===== src/rtl/fsd_pkg.sv =====
// ----------------------------------------------------------------------------
// fsd_pkg
// Shared types, constants and arithmetic helpers for the Floyd-Steinberg
// error-diffusion dither.
// ----------------------------------------------------------------------------
package fsd_pkg;

	localparam int MAX_WIDTH = 1024;
	localparam int COL_W     = $clog2(MAX_WIDTH);
	localparam int LINE_W    = 24;
	localparam int WIDTH_W   = 11;
	localparam int HEIGHT_W  = 16;
	localparam int PADDR_W   = 3;
	localparam int PDATA_W   = 32;

	localparam logic [WIDTH_W-1:0]  WIDTH_RST  = WIDTH_W'(640);
	localparam logic [HEIGHT_W-1:0] HEIGHT_RST = HEIGHT_W'(480);

	localparam logic [2:0] K_RIGHT      = 3'd7;
	localparam logic [2:0] K_DOWN_RIGHT = 3'd1;
	localparam logic [2:0] K_DOWN       = 3'd5;
	localparam logic [2:0] K_DOWN_LEFT  = 3'd3;
	localparam logic [7:0] THRESH       = 8'd127;
	localparam logic [8:0] FULL_SCALE   = 9'd255;

	typedef enum logic {
		REG_WIDTH  = 1'b0,
		REG_HEIGHT = 1'b1
	} reg_idx_t;

	typedef struct packed {
		logic              en;
		logic [COL_W-1:0]  addr;
		logic [LINE_W-1:0] data;
	} ls_wr_t;

	typedef struct packed {
		logic       pixel_on;
		logic [7:0] right;
		logic [7:0] down_right;
		logic [7:0] down;
		logic [7:0] down_left;
	} diff_res_t;

	// v + signed share, clamped to 0..255
	function automatic logic [7:0] sat_add(input logic [7:0] v, input logic [7:0] s);
		logic signed [9:0] t;
		t = signed'({2'b00, v}) + signed'({{2{s[7]}}, s});
		if (t > 10'sd255) begin
			return 8'hFF;
		end else if (t < 10'sd0) begin
			return 8'h00;
		end else begin
			return t[7:0];
		end
	endfunction

	// (e * k) / 16, truncated toward zero, e in -127..127
	function automatic logic [7:0] share16(input logic signed [8:0] e, input logic [2:0] k);
		logic [8:0] abs_e;
		logic [9:0] prod;
		logic [7:0] q;
		abs_e = e[8] ? 9'(-e) : 9'(e);
		prod  = abs_e[6:0] * k;
		q     = {2'b00, prod[9:4]};
		return e[8] ? 8'(-q) : q;
	endfunction

endpackage


===== src/rtl/fsd_diffuse.sv =====
// ----------------------------------------------------------------------------
// fsd_diffuse
// Applies pending shares to one pixel, thresholds it and splits the error
// into the four neighbor shares, or zeroes the shares when diffuse_en is low.
// ----------------------------------------------------------------------------
module fsd_diffuse (
	input  logic [7:0]                  pixel,
	input  logic [fsd_pkg::LINE_W-1:0]  slot,
	input  logic [7:0]                  right_add,
	input  logic                        diffuse_en,
	output fsd_pkg::diff_res_t          res
);

	logic [7:0]        v0, v1, v2, v3;
	logic              on;
	logic signed [8:0] err;

	always_comb begin
		v0  = fsd_pkg::sat_add(pixel, slot[7:0]);
		v1  = fsd_pkg::sat_add(v0, slot[15:8]);
		v2  = fsd_pkg::sat_add(v1, slot[23:16]);
		v3  = fsd_pkg::sat_add(v2, right_add);
		on  = v3 > fsd_pkg::THRESH;
		err = on ? signed'({1'b0, v3} - fsd_pkg::FULL_SCALE) : signed'({1'b0, v3});

		res.pixel_on = on;
		if (diffuse_en) begin
			res.right      = fsd_pkg::share16(err, fsd_pkg::K_RIGHT);
			res.down_right = fsd_pkg::share16(err, fsd_pkg::K_DOWN_RIGHT);
			res.down       = fsd_pkg::share16(err, fsd_pkg::K_DOWN);
			res.down_left  = fsd_pkg::share16(err, fsd_pkg::K_DOWN_LEFT);
		end else begin
			res.right      = '0;
			res.down_right = '0;
			res.down       = '0;
			res.down_left  = '0;
		end
	end

endmodule


===== config.mk =====
export PLATFORM = sky130hd
export DESIGN_NAME = fsd_diffuse
export DESIGN_NICKNAME = d
export VERILOG_FILES = /design/src/rtl/fsd_pkg.sv /design/src/rtl/fsd_diffuse.sv
export SDC_FILE = /design/constraint.sdc
export NUM_CORES = 1
export LEC_CHECK = 0
export BUFFER_PORTS_ARGS = -buffer_cell sky130_fd_sc_hd__buf_4
export CORE_MARGIN = 10
export CORE_UTILIZATION = 54
export DETAILED_ROUTE_END_ITERATION = 8
export GPL_ROUTABILITY_DRIVEN = 1
export PLACE_DENSITY_LB_ADDON = 0.25
export SLEW_MARGIN = 10
export SYNTH_ARGS = -nofsm -noshare
export SYNTH_HDL_FRONTEND = slang
export SYNTH_SLANG_ARGS = --single-unit

===== constraint.sdc =====
create_clock -name vclk -period 18.3
set_input_delay 2.745 -clock vclk [all_inputs]
set_output_delay 2.745 -clock vclk [all_outputs]
set_load 0.02 [all_outputs]

==> impl_metrics.env, run 1 <==
export IMPL_chipWidth_um=107.0
export IMPL_placed_cells=743
export IMPL_hp_start="diffuse_en"
export IMPL_startpoint_type="input port"
export IMPL_period_share_pct=96.35
export IMPL_drtAntennaViolNets=0
export IMPL_finalNonFillerCells=762
export IMPL_finalHoldViolCount=0
export IMPL_drt_pass1_iterations=5
export IMPL_ys_seq_area_share_pct=0
export IMPL_postCtsHoldBufs=0
export IMPL_synth_commonest_cells="nor2_1 (62), ha_1 (59), a21oi_1 (45)"
export IMPL_nFlopsAndLatches=0
export IMPL_synth_cell_type_count=76
export IMPL_nets=770
export IMPL_grt_first_pass_wirelength_mm=20.27
export IMPL_synthTopCellsByArea="ha_1 (18%), xnor2_1 (7.3%), xor2_1 (6.0%)"
export IMPL_core_rowCount=31
export IMPL_wl_per_cell_um=16.46
export IMPL_nFillCells=619
export IMPL_synth_fp_nets=678
export IMPL_grt_pass1_vias=4533
export IMPL_maxSlewViolCount=0
export IMPL_floorplan_initialDensity_pct=56.07
export IMPL_avgSynthCellArea_um2=7.136
export IMPL_globalplace_congestion=0.9434
export IMPL_hpwl_mm=9.954
export IMPL_cp_end_kind="primary output"
export IMPL_slowest_stage="a2111o_1"
export IMPL_syn_inst=573
export IMPL_hp_class="in -> out"
export IMPL_relSlewSlack_pct=61.70
export IMPL_finalCriticalPeriod_ps=17630
export IMPL_grt_total_usage_pct=19.95
export IMPL_syn_area_um2=4089
export IMPL_grt_start_max_net_pins=19
export IMPL_crit_start="pixel[1]"
export IMPL_critPathBufInv=6
export IMPL_syn_to_final_growth_pct=25.15
export IMPL_finalSetupViolCount=0
export IMPL_n_antenna_cell=0
export IMPL_cpMostUsedCell="a21o_1"
export IMPL_grt_remaining_overflow=0
export IMPL_coreArea_um2=7292
export IMPL_worstPathRequired_ps=15550
export IMPL_wirelength_mm=12.55
export IMPL_critical_path_top_delay_family="compound AO/OA/AOI/OAI gates"
export IMPL_worstPathMaxFanout=15
export IMPL_max_freq_mhz=56.72
export IMPL_dr_first_iter_drc_count=269
export IMPL_synth_top_area_share_pct=18.05
export IMPL_cap_violations=0
export IMPL_die_h_um=107.0
export IMPL_antenna_found_initial=0
export IMPL_vias_per_cell=6.150
export IMPL_regArea_um2=0
export IMPL_status="completed"
export IMPL_vias=4686
export IMPL_critPathKind="in -> out"
export IMPL_yosysMostFrequentCell="nor2_1"
export IMPL_cpPeakStageDelay_ps=480
export IMPL_io_pins=74
export IMPL_clock_buffers=0
export IMPL_io_buffers=74
export IMPL_tightest_slew_ps=570.6
export IMPL_yosysWarningCount=0
export IMPL_drive_gt1_share_pct=24.59
export IMPL_drc_errors=0
export IMPL_yosys_area_top_type="ha_1"
export IMPL_crit_arrival_ps=14890
export IMPL_dieArea_um2=11450
[metrics by stage]
step           hold slack (ps)  TNS, ps  utilization [%]  area, um^2  setup WS, ps
2_1_floorplan             5673        0                -        4089         373.8
3_3_place_gp              5845        0            65.61        4785         429.0
3_5_place_dp              5838        0            65.61        4785         6.343
4_1_cts                   5839        0            65.70        4791         79.79
5_1_grt                   5854   -230.0            70.18        5117        -82.14
6_report                  5838        0            70.18        5117         668.5
[final cells by class]
type | count | area, um^2 | area share [%]
Multi-Input combinational cell | 529 | 4071 | 79.56
Timing Repair Buffer | 109 | 825.8 | 16.14
Tap cell | 99 | 123.9 | 2.421
Inverter | 25 | 96.34 | 1.883
[placed cells by master (no fill, tap or decap), types with 5 or more instances in the layout]
| cell type | netlist | routed |
|---|---|---|
| buf_4 | 6 | 107 |
| nor2_1 | 62 | 61 |
| ha_1 | 59 | 57 |
| nand2_1 | 44 | 44 |
| a21oi_1 | 45 | 37 |
| o21ai_0 | 35 | 32 |
| xnor2_1 | 34 | 31 |
| xor2_1 | 28 | 28 |
| a21o_1 | 27 | 27 |
| inv_1 | 22 | 22 |
| nand3_1 | 15 | 15 |
| nor3_1 | 13 | 13 |
| a31oi_1 | 14 | 12 |
| a21oi_2 | 3 | 9 |
| o21ai_1 | 6 | 8 |
| or3_1 | 8 | 8 |
| nand2b_1 | 7 | 7 |
| and3_1 | 7 | 7 |
| nor2b_1 | 7 | 7 |
| o21a_1 | 6 | 6 |
| a211oi_1 | 5 | 5 |
| o2111ai_1 | 5 | 5 |
| o211ai_1 | 5 | 5 |
| mux2_2 | 5 | 5 |
| nand4_1 | 5 | 5 |
| fa_1 | 5 | 5 |
[routing by layer]
layer | routed length (um) | vias to the layer above | track usage (%)
met5 | 0 | - | 0
met2 | 6187 | 174 | 35.82
met1 | 5406 | 2198 | 24.79
li1 | - | 2294 | -
met3 | 786 | 20 | 2.455
met4 | 165 | 0 | 4.062
[path summary, 6_finish.rpt]
kind                  endpoint  slack, ps  cells after the start
worst max-delay path   res[29]        670                     62
worst min-delay path   res[27]       5840                      3
[worst min-delay path: cells and delay by family]
kind                   cells  cell delay [ps]
and+or+nand+nor            1              120
buffers and inverters      2              230
[cell families after synthesis]
logic type / count (synthesis) / share of synthesized area [%]
adder cells (fa/ha/maj): 66 / 20.99
XOR/XNOR: 65 / 14.75
multiplexers: 10 / 2.907
AO/OA/AOI/OAI: 189 / 32.34
AND/OR/NAND/NOR: 199 / 24.17
buffers and inverters: 44 / 4.835
[repair_timing]
item                                    in CTS  in global routing
endpoints found under the setup margin       1                 18
gates resized for setup                      1                 35
gates cloned                                 0                  1
endpoints found under the hold margin        0                  0
setup buffers                                0                 18
pin swaps                                    0                 12
Power of run 1 is left out: the tool's default activity adds up to more than one toggle a clock period on the data nets, which glitch-free logic cannot reach.
==> run 2, diff against run 1 <==
--- a/config.mk
+++ b/config.mk
@@ -6,11 +6,11 @@
 export NUM_CORES = 1
 export LEC_CHECK = 0
 export BUFFER_PORTS_ARGS = -buffer_cell sky130_fd_sc_hd__buf_4
-export CORE_MARGIN = 10
+export CORE_MARGIN = 1
 export CORE_UTILIZATION = 54
 export DETAILED_ROUTE_END_ITERATION = 8
 export GPL_ROUTABILITY_DRIVEN = 1
-export PLACE_DENSITY_LB_ADDON = 0.25
+export PLACE_DENSITY_LB_ADDON = 0.12
 export SLEW_MARGIN = 10
 export SYNTH_ARGS = -nofsm -noshare
 export SYNTH_HDL_FRONTEND = slang
==> run 2 against run 1 <==
Compared with the run above: non-clock buffer count fell by 5; routed wire length shrank 9.2%; utilization down 1.8 points; final area decreased by 2.5%; critical path type unchanged; critical endpoint is now res[13]; fmax grew 0.49%; sequential share of layout area did not move; worst hold slack improved by 11 ps.
==> impl_metrics.env, run 2 (synthesized netlist as in run 1, its figures left out) <==
export IMPL_status="completed"
export IMPL_crit_arrival_ps=14800
export IMPL_cap_violations=0
export IMPL_grt_total_usage_pct=28.11
export IMPL_finalSetupViolCount=0
export IMPL_wirelength_mm=11.39
export IMPL_coreArea_um2=7292
export IMPL_path_depth=62
export IMPL_drive_gt1_share_pct=22.95
export IMPL_layout_commonest_cell="buf_4"
export IMPL_cpPeakStageDelay_ps=410
export IMPL_critPathKind="in -> out"
export IMPL_vias=4572
export IMPL_finalNonFillerCells=757
export IMPL_critical_path_top_delay_family="compound AO/OA/AOI/OAI gates"
export IMPL_startpoint_type="input port"
export IMPL_chipWidth_um=89.02
export IMPL_postCtsHoldBufs=0
export IMPL_syn_to_final_growth_pct=22.03
export IMPL_vias_per_cell=6.040
export IMPL_globalplace_congestion=0.9297
export IMPL_cp_end_kind="primary output"
export IMPL_drt_pass1_iterations=5
export IMPL_dieArea_um2=7924
export IMPL_drc_errors=0
export IMPL_finalHoldViolCount=0
export IMPL_wl_per_cell_um=15.04
export IMPL_n_antenna_cell=0
export IMPL_hpwl_mm=9.334
export IMPL_grt_first_pass_wirelength_mm=18.18
export IMPL_antenna_found_initial=0
export IMPL_tightest_slew_ps=570.1
export IMPL_relSlewSlack_pct=61.72
export IMPL_io_buffers=74
export IMPL_core_rowCount=31
export IMPL_nFillCells=675
export IMPL_nets=765
export IMPL_critPathCapture="res[13]"
export IMPL_period_share_pct=95.88
export IMPL_nFlopsAndLatches=0
export IMPL_finalCriticalPeriod_ps=17550
export IMPL_floorplan_initialDensity_pct=56.07
export IMPL_placed_cells=751
export IMPL_cpMostUsedCell="a21o_1"
export IMPL_slowest_stage="fa_1"
export IMPL_io_pins=74
export IMPL_regArea_um2=0
export IMPL_grt_start_max_net_pins=19
export IMPL_critPathBufInv=5
export IMPL_drtAntennaViolNets=0
export IMPL_dr_first_iter_drc_count=321
export IMPL_grt_pass1_vias=4051
export IMPL_die_h_um=89.02
export IMPL_max_freq_mhz=56.99
export IMPL_layout_common_cells="buf_4 (103), nor2_1 (61), ha_1 (58)"
export IMPL_clock_buffers=0
export IMPL_crit_start="pixel[1]"
export IMPL_holdPathStages=3
export IMPL_worstPathMaxFanout=11
export IMPL_hp_class="in -> out"
export IMPL_worstPathRequired_ps=15550
export IMPL_maxSlewViolCount=0
export IMPL_grt_remaining_overflow=0
==> run 2: changes by cell type in the layout (fill, tap and decap cells not counted), moves of 2 or more <==
cell / previous run / this run
xnor2_2: 4 / 1
a21oi_2: 9 / 11
a21oi_4: 3 / 1
buf_4: 107 / 103
xnor2_1: 31 / 34
==> run 2: worst min-delay path, stage by stage <==
cell    delay, ps
buf_4         100
and2_1        120
buf_4         130
==> run 2: layout make-up <==
class | instances | area [um^2] | area share [%]
inverters | 25 | 96.34 | 1.931
repair buffers | 104 | 784.5 | 15.72
multi-input cells | 529 | 3985 | 79.86
well taps | 99 | 123.9 | 2.482
==> run 2: how the worst min path moves through the flow <==
| stage | from | slack [ps] | end |
|---|---|---|---|
| finish | diffuse_en | 5850 | res[27] |
| global route | diffuse_en | 5860 | res[27] |
| CTS | diffuse_en | 5850 | res[27] |
| detailed placement | diffuse_en | 5840 | res[27] |
| global placement | diffuse_en | 5840 | res[27] |
| floorplan | diffuse_en | 5670 | res[27] |
==> run 2: through the flow <==
stage          hold WS [ps]  util [%]  setup slack, ps  area [um^2]  TNS, ps
2_1_floorplan          5673         -            373.8         4089        0
3_3_place_gp           5837     66.44            568.4         4845        0
4_1_cts                5845     66.44            333.8         4845        0
5_1_grt                5862     68.43           -25.54         4990   -58.80
6_report               5849     68.43            753.7         4990        0
3_5_place_dp           5844     66.44            389.3         4845        0
==> run 2: timing repair <==
action	in CTS	in global routing
buffers inserted	0	6
gates resized for setup	0	25
endpoints found under the setup margin	0	14
==> run 2: layer usage <==
layer,GRT usage (%),vias up,share of wire (%)
met2,48.11,187,46
met5,0,-,0
met3,2.770,12,7.0
met1,39.21,2091,46
li1,-,2282,-
met4,3.608,0,0.90
Power of run 2 is left out for the same reason.
==> run 3, diff against run 2 <==
--- a/config.mk
+++ b/config.mk
@@ -10,7 +10,7 @@
 export CORE_UTILIZATION = 54
 export DETAILED_ROUTE_END_ITERATION = 8
 export GPL_ROUTABILITY_DRIVEN = 1
-export PLACE_DENSITY_LB_ADDON = 0.12
+export PLACE_DENSITY = 0.78
 export SLEW_MARGIN = 10
 export SYNTH_ARGS = -nofsm -noshare
 export SYNTH_HDL_FRONTEND = slang
==> run 3 against run 2 <==
Compared with the run above: highest routed layer unchanged; critical path depth down 2; sequential share of layout area is the same; clock-buffer cell count unchanged; worst hold slack got worse by 13 ps.
==> impl_metrics.env, run 3 (synthesized netlist as in run 1, its figures left out) <==
export IMPL_globalplace_congestion=1.065
export IMPL_layout_common_cells="buf_4 (100), nor2_1 (61), ha_1 (54)"
export IMPL_layout_commonest_cell="buf_4"
export IMPL_startpoint_type="input port"
export IMPL_worstPathRequired_ps=15550
export IMPL_cap_violations=0
export IMPL_grt_pass1_vias=4050
export IMPL_finalSetupViolCount=0
export IMPL_grt_start_max_net_pins=19
export IMPL_finalHoldViolCount=0
export IMPL_crit_arrival_ps=15090
export IMPL_hp_class="in -> out"
export IMPL_drtAntennaViolNets=0
export IMPL_period_share_pct=97.46
export IMPL_n_antenna_cell=0
export IMPL_finalInstanceArea_um2=5036
export IMPL_drc_errors=0
export IMPL_syn_to_final_growth_pct=23.16
export IMPL_finish_utilization_pct=69.06
export IMPL_max_freq_mhz=56.07
export IMPL_cpPeakStageDelay_ps=500
export IMPL_grt_total_usage_pct=27.59
export IMPL_cp_end_kind="primary output"
export IMPL_hpwl_mm=9.315
export IMPL_chipWidth_um=89.02
export IMPL_vias=4643
export IMPL_core_rowCount=31
export IMPL_vias_per_cell=6.158
export IMPL_critPathCapture="res[13]"
export IMPL_status="completed"
export IMPL_slowest_stage="a2111o_1"
export IMPL_dr_first_iter_drc_count=241
export IMPL_nFlopsAndLatches=0
export IMPL_dieArea_um2=7924
export IMPL_worstPathMaxFanout=15
export IMPL_crit_start="pixel[1]"
export IMPL_wirelength_mm=11.92
export IMPL_critPathKind="in -> out"
export IMPL_wl_per_cell_um=15.80
export IMPL_finalCriticalPeriod_ps=17830
export IMPL_grt_first_pass_wirelength_mm=17.90
export IMPL_setup_tns_ps=0
export IMPL_nets=762
export IMPL_cpMostUsedCell="a21o_1"
export IMPL_finalNonFillerCells=754
export IMPL_postCtsHoldBufs=0
export IMPL_die_h_um=89.02
export IMPL_drt_pass1_iterations=5
export IMPL_tightest_slew_ps=661.5
export IMPL_nFillCells=649
export IMPL_placed_cell_area_um2=4770
export IMPL_clock_buffers=0
export IMPL_holdPathStages=3
export IMPL_drive_gt1_share_pct=23.97
export IMPL_io_pins=74
export IMPL_io_buffers=74
export IMPL_placed_cells=741
export IMPL_grt_remaining_overflow=0
export IMPL_maxSlewViolCount=0
export IMPL_antenna_found_initial=0
export IMPL_coreArea_um2=7292
export IMPL_floorplan_initialDensity_pct=56.07
export IMPL_relSlewSlack_pct=55.60
export IMPL_regArea_um2=0
==> run 3: cell types whose count changed in the layout (fill, tap and decap cells not counted), sizes merged <==
cell,before,now
buf,104,101
clkinv,2,1
inv,23,24
==> run 3: per-layer routing <==
layer | global-route usage (%) | share of wire [%] | vias to the layer above | wire length (um)
met5 | 0 | 0 | - | 0
met4 | 4.329 | 1.1 | 0 | 128
met3 | 1.570 | 3.9 | 24 | 461
met2 | 51.47 | 50 | 162 | 5942
met1 | 35.54 | 45 | 2183 | 5384
li1 | - | - | 2274 | -
==> run 3: what timing repair did <==
item	in CTS	in global routing
resized for setup	6	31
pin swaps	0	11
gates cloned	0	0
setup endpoints to repair	8	16
buffers inserted	0	13
==> run 3: critical path: cells and delay by family <==
kind	cells	cell delay, ps
AOI/OAI and AO/OA	31	6610
adders and majority gates	9	2750
and+or+nand+nor	10	1120
buffers and inverters	6	810
xor gates and xnor gates	3	720
muxes	1	290
==> run 3: final cells by class <==
type / count / area, um^2 / area share (%)
multi-input combinational: 529 / 4056 / 80.55
timing repair buffer: 101 / 762.0 / 15.13
tap: 99 / 123.9 / 2.460
inverter: 25 / 93.84 / 1.863
==> run 3: worst min-delay path by stage <==
| stage | from | endpoint | slack (ps) |
|---|---|---|---|
| 3_3_place_gp | diffuse_en | res[27] | 5840 |
| 3_5_place_dp | diffuse_en | res[27] | 5840 |
| 6_report | diffuse_en | res[27] | 5840 |
| 5_1_grt | diffuse_en | res[27] | 5850 |
| 2_1_floorplan | diffuse_en | res[27] | 5670 |
| 4_1_cts | diffuse_en | res[27] | 5840 |
==> run 3: metrics by stage <==
step	setup WS, ps	hold slack [ps]
CTS	135.8	5839
floorplan	373.8	5673
global placement	276.5	5838
global route	-184.8	5850
detailed placement	-372.8	5840
finish	465.5	5836
Power of run 3 is left out for the same reason.
